$ cat src/tpba_pkg.sv
`default_nettype none
package tpba_pkg;

   // Pool sizes
   localparam int CMD_POOL  = 16;
   localparam int DATA_POOL = 16;

   // Store geometry
   localparam int SLOTS   = 32;
   localparam int SLOT_W  = $clog2(SLOTS);
   localparam int LINK_W  = SLOT_W + 1;
   localparam int CMD_CNT = (CMD_POOL > SLOTS) ? SLOTS : CMD_POOL;
   localparam int TOTAL_CNT =
      ((CMD_POOL + DATA_POOL) > SLOTS) ? SLOTS : (CMD_POOL + DATA_POOL);

   // End-of-list mark: any link with its top bit set ends the list
   localparam logic [LINK_W-1:0] LINK_END = LINK_W'(SLOTS);

   // Reset values of the pool heads
   localparam logic [SLOT_W-1:0] CMD_HEAD_RST  = SLOT_W'(CMD_CNT - 1);
   localparam logic [SLOT_W-1:0] DATA_HEAD_RST =
      SLOT_W'((TOTAL_CNT > CMD_CNT) ? (TOTAL_CNT - 1) : 0);
   localparam logic              DATA_VALID_RST = (TOTAL_CNT > CMD_CNT);

   // Request kinds
   localparam logic [1:0] OP_ALLOC_CMD  = 2'd0;
   localparam logic [1:0] OP_ALLOC_DATA = 2'd1;
   localparam logic [1:0] OP_FREE       = 2'd2;

   // Result status codes
   localparam logic [2:0] ST_GRANTED    = 3'd0;
   localparam logic [2:0] ST_EMPTY      = 3'd1;
   localparam logic [2:0] ST_FREED      = 3'd2;
   localparam logic [2:0] ST_NOT_IN_USE = 3'd3;
   localparam logic [2:0] ST_IGNORED    = 3'd4;

   // Link held by an entry that has not been written since reset
   function automatic logic [LINK_W-1:0] reset_link(input logic [SLOT_W-1:0] idx);
      logic [LINK_W-1:0] r;
      if (idx == '0 || {1'b0, idx} == LINK_W'(CMD_CNT) ||
          {1'b0, idx} >= LINK_W'(TOTAL_CNT)) begin
         r = LINK_END;
      end else begin
         r = {1'b0, idx - SLOT_W'(1)};
      end
      return r;
   endfunction

endpackage
`default_nettype wire

$ cat src/tpba_ram.sv
`default_nettype none
module tpba_ram #(
   parameter int WIDTH = 8,
   parameter int DEPTH = 32
) (
   input  wire logic                     clock,
   input  wire logic                     wr_en,
   input  wire logic [$clog2(DEPTH)-1:0] wr_addr,
   input  wire logic [WIDTH-1:0]         wr_data,
   input  wire logic                     rd_en,
   input  wire logic [$clog2(DEPTH)-1:0] rd_addr,
   output logic      [WIDTH-1:0]         rd_data
);

   logic [WIDTH-1:0] mem_ff [DEPTH];
   logic [WIDTH-1:0] rd_data_ff;

   // Write port
   always_ff @(posedge clock) begin
      if (wr_en) begin
         mem_ff[wr_addr] <= wr_data;
      end
   end

   // Registered read; hold the word while no read is issued
   always_ff @(posedge clock) begin
      if (rd_en) begin
         rd_data_ff <= mem_ff[rd_addr];
      end
   end

   assign rd_data = rd_data_ff;

endmodule
`default_nettype wire

$ cat src/two_pool_buffer_allocator_core.sv
`default_nettype none
// A request word is latched, and the link of its pool head read, as it is accepted; the result
// word is registered in the execute state once the output is free. No new request is taken
// until then, as the read of the link memory precedes the write-back of each request.
// Reset: heads, link valid bits and in-use marks return at once; there is no clearing
// pass, so requests are taken in the first cycle after reset.
module two_pool_buffer_allocator_core (
   input  wire logic       clock,
   input  wire logic       reset,
   input  wire logic       req_tvalid,
   output logic            req_tready,
   input  wire logic [7:0] req_tdata,   // [5:0] handle, [7:6] zero
   input  wire logic [1:0] req_tuser,   // [1:0] command
   output logic            rsp_tvalid,
   input  wire logic       rsp_tready,
   output logic      [7:0] rsp_tdata,   // [4:0] granted_handle, [7:5] zero
   output logic      [2:0] rsp_tuser    // [2:0] status
);

   localparam int SW = tpba_pkg::SLOT_W;
   localparam int LW = tpba_pkg::LINK_W;

   typedef enum logic [1:0] {
      S_IDLE = 2'b01,
      S_EXEC = 2'b10
   } state_type;

   state_type state_ff, state_in;

   logic [1:0]                   op_ff;
   logic [5:0]                   handle_ff;
   logic [SW-1:0]                cmd_head_ff, cmd_head_in;
   logic                         cmd_vld_ff, cmd_vld_in;
   logic [SW-1:0]                data_head_ff, data_head_in;
   logic                         data_vld_ff, data_vld_in;
   logic [tpba_pkg::SLOTS-1:0]   link_vld_ff, link_vld_in;
   logic [tpba_pkg::SLOTS-1:0]   in_use_ff, in_use_in;
   logic                         rsp_valid_ff, rsp_valid_in;
   logic [2:0]                   rsp_status_ff, rsp_status_in;
   logic [SW-1:0]                rsp_handle_ff, rsp_handle_in;

   logic          accept;
   logic          out_free;
   logic          done;
   logic          ram_we;
   logic [SW-1:0] ram_waddr;
   logic [LW-1:0] ram_wdata;
   logic [SW-1:0] ram_raddr;
   logic [LW-1:0] ram_rdata;
   logic          alloc_data;
   logic [SW-1:0] sel_head;
   logic          sel_vld;
   logic [LW-1:0] link_cur;
   logic [SW-1:0] hslot;
   logic          is_cmd;

   assign accept     = req_tvalid && req_tready;
   assign req_tready = (state_ff == S_IDLE);
   assign out_free   = !rsp_valid_ff || rsp_tready;

   // Read the link of the chosen pool's head as the word is taken
   assign ram_raddr = (req_tuser == tpba_pkg::OP_ALLOC_DATA) ? data_head_ff : cmd_head_ff;

   tpba_ram #(
      .WIDTH (LW),
      .DEPTH (tpba_pkg::SLOTS)
   ) u_link_ram (
      .clock   (clock),
      .wr_en   (ram_we),
      .wr_addr (ram_waddr),
      .wr_data (ram_wdata),
      .rd_en   (accept),
      .rd_addr (ram_raddr),
      .rd_data (ram_rdata)
   );

   // Heads are stable between accept and execute, so the pool is picked again here
   assign alloc_data = (op_ff == tpba_pkg::OP_ALLOC_DATA);
   assign sel_head   = alloc_data ? data_head_ff : cmd_head_ff;
   assign sel_vld    = alloc_data ? data_vld_ff : cmd_vld_ff;
   assign link_cur   = link_vld_ff[sel_head] ? ram_rdata : tpba_pkg::reset_link(sel_head);
   assign hslot      = handle_ff[SW-1:0];
   assign is_cmd     = ({1'b0, hslot} < LW'(tpba_pkg::CMD_CNT));

   // Execute: modify the pool state and write the link back
   always_comb begin
      state_in      = state_ff;
      cmd_head_in   = cmd_head_ff;
      cmd_vld_in    = cmd_vld_ff;
      data_head_in  = data_head_ff;
      data_vld_in   = data_vld_ff;
      link_vld_in   = link_vld_ff;
      in_use_in     = in_use_ff;
      rsp_status_in = rsp_status_ff;
      rsp_handle_in = rsp_handle_ff;
      ram_we        = 1'b0;
      ram_waddr     = sel_head;
      ram_wdata     = tpba_pkg::LINK_END;
      done          = 1'b0;

      case (state_ff)
         S_IDLE: begin
            if (accept) begin
               state_in = S_EXEC;
            end
         end
         S_EXEC: begin
            if (out_free) begin
               done          = 1'b1;
               state_in      = S_IDLE;
               rsp_handle_in = '0;
               if (op_ff == tpba_pkg::OP_ALLOC_CMD || op_ff == tpba_pkg::OP_ALLOC_DATA) begin
                  if (!sel_vld) begin
                     rsp_status_in = tpba_pkg::ST_EMPTY;
                  end else begin
                     // Pop the head; a link with its top bit set empties the pool
                     if (alloc_data) begin
                        if (link_cur[LW-1]) data_vld_in = 1'b0;
                        else                data_head_in = link_cur[SW-1:0];
                     end else begin
                        if (link_cur[LW-1]) cmd_vld_in = 1'b0;
                        else                cmd_head_in = link_cur[SW-1:0];
                     end
                     ram_we                = 1'b1;
                     ram_waddr             = sel_head;
                     ram_wdata             = tpba_pkg::LINK_END;
                     link_vld_in[sel_head] = 1'b1;
                     in_use_in[sel_head]   = 1'b1;
                     rsp_status_in         = tpba_pkg::ST_GRANTED;
                     rsp_handle_in         = sel_head;
                  end
               end else if (op_ff != tpba_pkg::OP_FREE ||
                            handle_ff >= 6'(tpba_pkg::TOTAL_CNT)) begin
                  rsp_status_in = tpba_pkg::ST_IGNORED;
               end else if (!in_use_ff[hslot]) begin
                  rsp_status_in = tpba_pkg::ST_NOT_IN_USE;
               end else begin
                  // Push the buffer onto its own pool
                  in_use_in[hslot]   = 1'b0;
                  ram_we             = 1'b1;
                  ram_waddr          = hslot;
                  link_vld_in[hslot] = 1'b1;
                  if (is_cmd) begin
                     ram_wdata   = cmd_vld_ff ? {1'b0, cmd_head_ff} : tpba_pkg::LINK_END;
                     cmd_head_in = hslot;
                     cmd_vld_in  = 1'b1;
                  end else begin
                     ram_wdata    = data_vld_ff ? {1'b0, data_head_ff} : tpba_pkg::LINK_END;
                     data_head_in = hslot;
                     data_vld_in  = 1'b1;
                  end
                  rsp_status_in = tpba_pkg::ST_FREED;
               end
            end
         end
         default: begin
            state_in = S_IDLE;
         end
      endcase
   end

   // Hold the result until it is taken
   assign rsp_valid_in = done || (rsp_valid_ff && !rsp_tready);

   // Control state
   always_ff @(posedge clock) begin
      if (reset) begin
         state_ff     <= S_IDLE;
         cmd_head_ff  <= tpba_pkg::CMD_HEAD_RST;
         cmd_vld_ff   <= 1'b1;
         data_head_ff <= tpba_pkg::DATA_HEAD_RST;
         data_vld_ff  <= tpba_pkg::DATA_VALID_RST;
         link_vld_ff  <= '0;
         in_use_ff    <= '0;
         rsp_valid_ff <= 1'b0;
      end else begin
         state_ff     <= state_in;
         cmd_head_ff  <= cmd_head_in;
         cmd_vld_ff   <= cmd_vld_in;
         data_head_ff <= data_head_in;
         data_vld_ff  <= data_vld_in;
         link_vld_ff  <= link_vld_in;
         in_use_ff    <= in_use_in;
         rsp_valid_ff <= rsp_valid_in;
      end
   end

   // Request and result words
   always_ff @(posedge clock) begin
      if (accept) begin
         op_ff     <= req_tuser;
         handle_ff <= req_tdata[5:0];
      end
      rsp_status_ff <= rsp_status_in;
      rsp_handle_ff <= rsp_handle_in;
   end

   assign rsp_tvalid = rsp_valid_ff;
   assign rsp_tuser  = rsp_status_ff;
   assign rsp_tdata  = {3'b000, rsp_handle_ff};

endmodule
`default_nettype wire
$ cat config.mk
export PLATFORM = sky130hd
export DESIGN_NAME = two_pool_buffer_allocator_core
export DESIGN_NICKNAME = d
export VERILOG_FILES = /design/src/tpba_pkg.sv /design/src/tpba_ram.sv /design/src/two_pool_buffer_allocator_core.sv
export SDC_FILE = /design/constraint.sdc
export NUM_CORES = 1
export LEC_CHECK = 0
export BUFFER_PORTS_ARGS = -buffer_cell sky130_fd_sc_hd__buf_2
export CAP_MARGIN = 5
export CELL_PAD_IN_SITES_DETAIL_PLACEMENT = 2
export CELL_PAD_IN_SITES_GLOBAL_PLACEMENT = 2
export CORE_UTILIZATION = 35
export DETAILED_ROUTE_END_ITERATION = 6
export GPL_TIMING_DRIVEN = 0
export PLACE_DENSITY = 0.62
export SLEW_MARGIN = 15
export SYNTH_ARGS = -nofsm -noshare
export SYNTH_HDL_FRONTEND = slang
export SYNTH_HIERARCHICAL = 1
export SYNTH_SLANG_ARGS = --single-unit
$ cat constraint.sdc
create_clock -name clock -period 10.2 [get_ports clock]
set_clock_uncertainty 0.05 [all_clocks]
set_input_delay 1.02 -clock clock [delete_from_list [all_inputs] [get_ports clock]]
set_output_delay 1.02 -clock clock [all_outputs]
set_load 0.05 [all_outputs]
### Yosys cells after proc, flatten, opt, wreduce, memory -nomap -nowiden

Memory sizes are Yosys's and may differ from the RTL's. A register that Yosys moved wholly into a read port is not among the register bits.
Index checks and enable logic that the tools add are counted.

| word-level totals | value |
|---|---|
| register bits | 95 |
| bits in latches | 0 |
| RAM bits | 192 |
| memory bits (read-only) | 0 |
| input port bits | 14 |
| output and inout port bits | 13 |
| memories kept | 1 |

Memory list:

| name | words | bits a word | rd ports | clocked after memory_dff | wr ports | line | text |
|---|---|---|---|---|---|---|---|
| u_link_ram.mem_ff | 32 | 6 | 1 | 1 | 1 | tpba_ram.sv:15 | `logic [WIDTH-1:0] mem_ff [DEPTH];` |

| cells by class | value |
|---|---|
| add/sub/neg operators | 1 |
| $mul | 0 |
| divide/modulo/power cells | 0 |
| magnitude comparators | 6 |
| equal/unequal tests | 15 |
| shift operators | 0 |
| multiplexer cells | 77 |
| bitwise logic cells | 5 |
| reductions and logical operators | 23 |

Operators with widths:

| kind | number |
|---|---|
| $mux 32 | 8 |
| $mux 5 | 20 |
| $or 32x32->32 | 3 |
| $mux 6 | 10 |
| $and 32x32->32 | 1 |
| $not 32->32 | 1 |
| $reduce_and 8->1 | 4 |
| $mux 1 | 30 |
| $ne 2x2->1 const B | 8 |
| $lt 5x6->1 const B | 2 |
| $bmux 1 s5 | 2 |
| $demux 1 s5 | 2 |
| $ge 5x1->1 const B | 2 |
| $eq 2x1->1 const B | 3 |
| $ge 6x6->1 const B | 1 |
| $mux 3 | 2 |
| $reduce_and 2->1 | 3 |
| $eq 5x5->1 const B | 1 |
| $logic_not 5->1 | 1 |
| $logic_or 1x1->1 | 5 |
| $lt 5x5->1 const B | 1 |
| $reduce_and 5->1 | 1 |
| $sub 5x1->5 const B | 1 |
| $logic_and 1x1->1 | 4 |
| 7 further kinds | 11 |

### Depth between registers and ports, before layout

Gate-level depths: netlist of the first run.

| depth | value |
|---|---|
| word-level depth | 10 |
| gate-level depth with buffers | 13 |

### Hierarchy

The synthesis of the first run kept the hierarchy.

By module, submodules not included:

| module | instances | cells each | area each (µm²) | seq. area each (µm²) |
|---|---|---|---|---|
| tpba_ram | 1 | 323 | 7649.8 | 5945.7 |
| two_pool_buffer_allocator_core | 1 | 516 | 4697.0 | 2062.0 |

### Worst setup path after synthesis of the first run

No wires, ideal clock.

| path | value |
|---|---|
| kind | flip-flop to flip-flop |
| from | register handle_ff[0] |
| to | memory u_link_ram/mem_ff[28][0] in the netlist's numbering, enable pin |
| library setup time | 0.350 ns |
| arrival time | 3.359 ns |
| setup slack | 6.442 ns |
| cell stages (with the launch flop) | 12 |
| path buffers | 4 |
| path through | edfxtp_1 > buf_2 > buf_6 > mux4_2 > mux4_2 > mux2_2 > nand3_2 > clkbuf_1 > a21oi_1 > or3b_2 > clkbuf_1 > nor2_1 |

| between the ends | value |
|---|---|
| elaborated cells between the ends (all ways) | 16 |
| those cells by class | 1 x order compare; 14 x mux; 1 x reduce/logical |

RTL lines:

| what | line | text |
|---|---|---|
| from (decl) | two_pool_buffer_allocator_core.sv:31 | `logic [5:0] handle_ff;` |
| from (signal assigned) | two_pool_buffer_allocator_core.sv:192 | `handle_ff <= req_tdata[5:0];` |
| $bmux 1 s5 | two_pool_buffer_allocator_core.sv:135 | `end else if (!in_use_ff[hslot]) begin` |
| $mux 1 (implied by the code) | two_pool_buffer_allocator_core.sv:135 |  |
| $mux 5 | two_pool_buffer_allocator_core.sv:135 |  |
| $mux 5 (*) | two_pool_buffer_allocator_core.sv:132 | `end else if (op_ff != tpba_pkg::OP_FREE \|\|` |
| $mux 5 (*) | two_pool_buffer_allocator_core.sv:112 | `if (op_ff == tpba_pkg::OP_ALLOC_CMD \|\| op_ff == tpba_pkg::OP_ALLOC_DATA) begin` |
| $mux 5 (*) | two_pool_buffer_allocator_core.sv:108 | `if (out_free) begin` |
| $mux 5 (*) | two_pool_buffer_allocator_core.sv:101 | `case (state_ff)` |
| named net ram_waddr[1] | two_pool_buffer_allocator_core.sv:46 | `logic [SW-1:0] ram_waddr;` |
| to (decl) | tpba_ram.sv:15 |  |

The timed path passes the listed nets; every way through them passes the cells marked *. The select of a mux whose other input is x is not followed.

### Final worst setup path of the first run

| path | value |
|---|---|
| from | register handle_ff[1] |
| to | memory u_link_ram/mem_ff[20][4] in the netlist's numbering, enable pin |

Same word-level chain as after synthesis.

==> reports/qor.csv, run 1 <==
stage;metric;value;unit
drt;Via Count;7586;
power_and_ir_drop;Clk pwr share;48.5;%
floorplanning;Starting Density;35.66;%
clocking;Worst-Skew Late Latency;0.54;ns
critical_path;crit path launch;handle_ff[1];
yosys;Post-synth EDFFs;214;
critical_path;CP endpoint kind;flop;
cells_and_area;most common cell after layout, fill and taps aside;edfxtp_1;
yosys;syn avg cell area;14.72;sq um
power_and_ir_drop;NetSw;558.2;uW
drt;antenna viol nets, final;0;
placement;port bufs;21;
global_route;grt met3 use;3.302;%
cells_and_area;Nets;915;
yosys;Netlist cell types;44;
global_route;Congestion Overflow GR;0;
sta;worst slew pin tran;1.186;ns
sta;upper clock frequency limit;195.3;MHz
sta;Final min period;5.121;ns
clocking;clk root buf;clkbuf_16;
clocking;H-Tree Depth;2;
yosys;Yosys Warn Count;6;
floorplanning;# IOs;27;
sta;fin crit share;50.21;%
yosys;top post-synthesis cells by area;edfxtp_1, mux4_2, dfxtp_1, nor2_1, a21oi_1;
global_route;first-pass GRT wire length;56030;um
floorplanning;Die W;189.8;um
yosys;share of the yosys chip area belonging to registers;64.86;%
drt;wire per inst;26.65;um
cells_and_area;Filler cells;3343;
sta;RSZ-0062 raised after global routing;false;
clocking;CTS Buf Count;35;
drt;drt drc;0;
sta;Worst Slack Setup Final;5.079;ns
cells_and_area;most frequent cells in the layout;edfxtp_1, nor2_1, mux4_2;
yosys;Yosys top cell area share;52.05;%
placement;DP HPWL;26110;um
global_route;Total Routing Usage GR;21.31;%
critical_path;RR Startpoint;handle_ff[1];
power_and_ir_drop;sequential share of power;48.6;%
cells_and_area;area delta synth->final;15.67;%
cells_and_area;n_diodes;0;
floorplanning;Die Y;189.8;um
clocking;Sink Count;293;
yosys;ys async rst share;0;%
worst_hold_path;Hold Crit Class;reg2reg;
global_route;initial antenna violation count;0;
power_and_ir_drop;Comb pwr share;2.9;%
sta;Worst slew margin;20.35;%
drt;DRT Pass-1 Iters;5;
power_and_ir_drop;Internal;2060;uW
yosys;Gate Count Post-Synth;839;
clocking;CTS resizes;0;
yosys;largest area contributor in the synthesized netlist;edfxtp_1;
clocking;Hold Buf Count CTS;0;
floorplanning;Die Footprint;36030;sq um
placement;Setup WS pre-CTS;5.160;ns
global_route;global-route track usage on met2;37.04;%
cells_and_area;Multi-input gate area;4133;sq um
sta;final setup TNS;0;ns
placement;GP Congestion;0.8291;
global_route;met1 Usage GRT;26.96;%
sta;final hold violation count;0;
global_route;largest net degree at the start of global routing;33;
worst_hold_path;Hold Path Origin;in_use_ff[8];
power_and_ir_drop;sw frac;21.32;%
yosys;Main synth FF type;edfxtp_1;
yosys;synthesized cell area;12350;sq um
clocking;postcts setup bufs;0;
critical_path;crit path DAT;5.24;ns
critical_path;Startpoint Class;flop;
floorplanning;Rows;68;
power_and_ir_drop;PwrDens;183.3;nW/um^2
floorplanning;CORE AREA;34630;sq um
clocking;clk slew on worst S/H paths;0.06;ns
cells_and_area;layout cell share with drive strength beyond 1;22.31;%
cells_and_area;Register Area;8008;sq um
critical_path;CP Data Required Time;10.32;ns
global_route;GRT busiest layer;met2;
clocking;TritonCTS clock tree;done;
power_and_ir_drop;maximum VDD drop;0.1556;mV
sta;Pins Over Slew Limit;0;
drt;post-DR vias/cell;5.485;
drt;DRT iter0 DRCs;376;
global_route;vias in the first global route;8504;
drt;drt total wl;36860;um
job;Maximum Capacitance Violations;0;
power_and_ir_drop;Pleak;0.005021;uW
clocking;clock buffer depth;3;
sta;Finish-stage setup viols;0;
critical_path;crit path kind;reg2reg;
critical_path;Worst Path Max Fanout;10;
yosys;Yosys reg bits;293;
outcome;status;finished, final reports clean;
-- stage by stage --
step / util, % / instance area [sq um] / hold slack (ns) / power, uW / std cells
after floorplan: - / 12350 / 0.3833 / 1345 / 841
after global placement: 37.62 / 13030 / 0.3992 / 1371 / 1317
after detailed placement: 37.83 / 13100 / 0.4124 / 1374 / 1319
after CTS: 41.23 / 14280 / 0.4202 / 2655 / 1383
after global routing: 41.24 / 14280 / 0.4349 / 2694 / 1383
final: 41.24 / 14280 / 0.4119 / 2618 / 1383
-- critical path, cell delays in order, from the launching register on --
cell and delay (ns):
edfxtp_1 0.32, clkbuf_1 0.64, mux4_2 0.49, mux4_2 0.50
mux2_2 0.31, nand3_2 0.15, clkbuf_1 0.58, a21oi_1 0.27
or3b_2 0.51, clkbuf_1 0.28, nor2_1 0.64
-- synthesized netlist by cell type (2+ instances only) --
cell / number
o21a_1: 4
nor2_1: 115
nand3_1: 11
nand3b_1: 6
nor3_1: 9
and2_1: 4
or3b_2: 3
and3_1: 2
inv_1: 6
nor2b_1: 3
a211o_1: 5
buf_1: 2
nor4_1: 2
nor3b_1: 7
edfxtp_1: 214
a221oi_1: 9
a21oi_1: 57
a211oi_1: 10
nand2b_1: 5
o211ai_1: 5
buf_6: 6
mux2_2: 18
nand2_1: 65
o21ai_0: 29
dfxtp_1: 79
clkbuf_1: 32
buf_2: 4
a22oi_1: 9
mux4_2: 80
buf_4: 3
mux2i_1: 16
a31oi_1: 5
or2_2: 3
-- power by group through the flow --
stage | clock, uW | combinational [uW] | sequential [uW]
after floorplan | 0 | 47.3 | 1300
after global placement | 0 | 74.3 | 1300
after detailed placement | 0 | 76.5 | 1300
after CTS | 1310 | 77.0 | 1270
after global routing | 1340 | 82.0 | 1270
final | 1270 | 76.8 | 1270
-- sequential cells by signal (all words and copies together) (netlist names) --
name,count
op_ff,2
data_vld_ff,1
cmd_vld_ff,1
rsp_tvalid,1
u_link_ram/mem_ff,192
data_head_ff,5
state_ff,2
link_vld_ff,32
in_use_ff,32
rsp_tuser,3
cmd_head_ff,5
handle_ff,6
u_link_ram/rd_data,6
rsp_handle_ff,5
-- cell families after synthesis --
family                 Yosys count  synth area share, %
buffers and inverters           54                2.138
AND/OR/NAND/NOR                241                8.735
other                            1              0.03037
flip-flops                     293                64.86
AO/OA/AOI/OAI                  135                6.587
multiplexers                   115                17.65
-- path summary, 6_finish.rpt --
kind / to / slack, ns / cells after the start
worst max register to register: u_link_ram/mem_ff[20][4] / 5.08 / 10
worst min register to register: in_use_ff[8] / 0.41 / 2
worst max-delay path: u_link_ram/mem_ff[20][4] / 5.08 / 10
worst min-delay path: in_use_ff[8] / 0.41 / 2
-- per-layer routing --
layer | vias up | wire, um
li1 | 3366 | -
met1 | 3993 | 15760
met2 | 169 | 18670
met3 | 58 | 1376
met4 | 0 | 1050
met5 | - | 0
-- cell type report --
cell class                      instances  area share, %
Buffer                                 47          1.665
Clock buffer                           47          7.026
Timing Repair Buffer                   23         0.9199
Inverter                                7         0.1840
Clock inverter                         17          1.209
Sequential cell                       293          56.07
Multi-Input combinational cell        494          28.94
Tap cell                              455          3.986
No activity file was read; power rests on OpenSTA's default activity.
==> run 2, diff against run 1 <==
- clock period: 10.2 -> 4.9 ns (I/O delays scaled with it)
==> run 2 against run 1 <==
Net effect: clock-buffer cell count is the same; via count about the same; critical endpoint is now u_link_ram/mem_ff[4][2]; non-clock buffer count unchanged; hold slack lost 0.33 ns; cell count did not move; critical path depth did not move; sequential share of layout area about the same.
==> reports/qor.csv, run 2 (synthesis results as in run 1) <==
stage;metric;value;unit
cells_and_area;most frequent cells in the layout;edfxtp_1, nor2_1, mux4_2;
power_and_ir_drop;Pwr Total;5447;uW
cells_and_area;Biggest register;u_link_ram/mem_ff;
placement;DP HPWL;26110;um
power_and_ir_drop;maximum VDD drop;0.3238;mV
placement;DP Area;13100;sq um
power_and_ir_drop;PwrDens;381.3;nW/um^2
global_route;Congestion Overflow GR;0;
floorplanning;# IOs;27;
critical_path;crit path DAT;4.91;ns
critical_path;worst reg-to-reg path cell count;10;
clocking;Sink Count;293;
floorplanning;Die Y;189.8;um
placement;GP Congestion;0.8291;
critical_path;Worst Path Max Fanout;10;
sta;RSZ-0062 raised after global routing;true;
drt;post-DR vias/cell;5.489;
cells_and_area;top flop regs;u_link_ram/mem_ff (192), in_use_ff (32), link_vld_ff (32);
clocking;clk root buf;clkbuf_16;
job;Maximum Capacitance Violations;0;
clocking;TritonCTS clock tree;done;
drt;DRT iter0 DRCs;352;
cells_and_area;layout cell share with drive strength beyond 1;22.63;%
clocking;CTS Buf Count;35;
sta;Worst slew margin;20.35;%
cells_and_area;max reg flops;192;
floorplanning;Starting Density;35.66;%
worst_hold_path;Cells on Worst Hold Path;1;
worst_hold_path;Hold Path Origin;req_tdata[1];
critical_path;crit path to;u_link_ram/mem_ff[4][2];
global_route;initial antenna violation count;0;
sta;fin crit share;97.75;%
sta;Finish-stage setup viols;0;
floorplanning;Die Footprint;36030;sq um
clocking;clk slew on worst S/H paths;0.06;ns
clocking;H-Tree Depth;2;
sta;Pins Over Slew Limit;0;
global_route;first-pass GRT wire length;56030;um
drt;drt total wl;36880;um
worst_hold_path;Hold Crit Class;in2reg;
clocking;Worst-Skew Late Latency;0.54;ns
drt;drt drc;0;
drt;antenna viol nets, final;0;
sta;Final min period;4.790;ns
critical_path;crit path kind;reg2reg;
critical_path;CP Data Required Time;5.02;ns
sta;final hold violation count;0;
cells_and_area;Filler cells;3342;
floorplanning;Rows;68;
floorplanning;CORE AREA;34630;sq um
critical_path;Startpoint Class;flop;
drt;DRT Pass-1 Iters;5;
placement;port bufs;21;
cells_and_area;Design Area, Final;14290;sq um
critical_path;CP endpoint kind;flop;
cells_and_area;most common cell after layout, fill and taps aside;edfxtp_1;
global_route;vias in the first global route;8504;
sta;hold slack;0.08398;ns
power_and_ir_drop;Pleak;0.005024;uW
critical_path;RR Startpoint;handle_ff[1];
critical_path;r2r endpoint;u_link_ram/mem_ff[4][2];
cells_and_area;area delta synth->final;15.72;%
sta;upper clock frequency limit;208.8;MHz
clocking;Hold Buf Count CTS;0;
outcome;status;finished, final reports clean;
global_route;Total Routing Usage GR;21.31;%
drt;Via Count;7591;
sta;worst slew pin tran;1.186;ns
floorplanning;Die W;189.8;um
sta;final setup TNS;0;ns
cells_and_area;n_diodes;0;
critical_path;crit path launch;handle_ff[1];
cells_and_area;Nets;915;
critical_path;R2R Setup Slk;0.11;ns
clocking;clock buffer depth;3;
drt;wire per inst;26.67;um
global_route;largest net degree at the start of global routing;33;
-- run 2: worst min-delay path by stage --
| stage | end | slack (ns) |
|---|---|---|
| final | handle_ff[1] | 0.08 |
| after global routing | handle_ff[1] | 0.07 |
| after CTS | handle_ff[1] | 0.06 |
| after detailed placement | in_use_ff[12] | 0.41 |
| after global placement | in_use_ff[12] | 0.40 |
| after floorplan | in_use_ff[13] | 0.38 |
-- run 2: repair_timing --
action                                  CTS  global route
resized for setup                         1             2
buffers inserted                          0             0
endpoints found under the setup margin  114             6
hold endpoints to repair                  0             0
-- run 2: final cells by class --
| cell class | count | area (sq um) | area share, % |
|---|---|---|---|
| buffer | 47 | 239.0 | 1.673 |
| clock buffer | 47 | 1003 | 7.023 |
| clock inverter | 17 | 172.7 | 1.209 |
| inverter | 7 | 26.28 | 0.1839 |
| multi-input combinational | 494 | 4138 | 28.96 |
| sequential | 293 | 8008 | 56.05 |
| tap | 455 | 569.3 | 3.985 |
| timing repair buffer | 23 | 131.4 | 0.9195 |
-- run 2: report_power, final --
part | internal (uW) | switching [uW] | total, uW
logic | 45.3 | 115 | 160
clock network | 1600 | 1040 | 2640
registers | 2640 | 6.67 | 2650
total | 4290 | 1160 | 5450
-- run 2: routing by layer --
layer  part of all wire (%)  vias to the layer above  track usage, %
met4                    2.9                        0           7.320
met3                    3.7                       60           3.302
met1                     43                     4005           26.96
li1                       -                     3364               -
met2                     51                      162           37.04
met5                      0                        -               0
-- run 2: metrics by stage --
step,worst slack [ns],std cells,util (%)
global placement,0.2157,1317,37.62
global route,-0.007486,1383,41.26
detailed placement,-0.1400,1319,37.83
floorplan,1.142,841,-
CTS,0.1598,1383,41.23
finish,0.1105,1383,41.26
-- run 2: worst max-delay path: stages (launching register included) --
cell and delay, ns:
edfxtp_1 0.32, clkbuf_1 0.64, mux4_2 0.49, mux4_2 0.50, mux2_2 0.31, nand3_2 0.15
clkbuf_2 0.35, a21oi_1 0.20, or3b_2 0.50, clkbuf_1 0.29, nor2_1 0.61
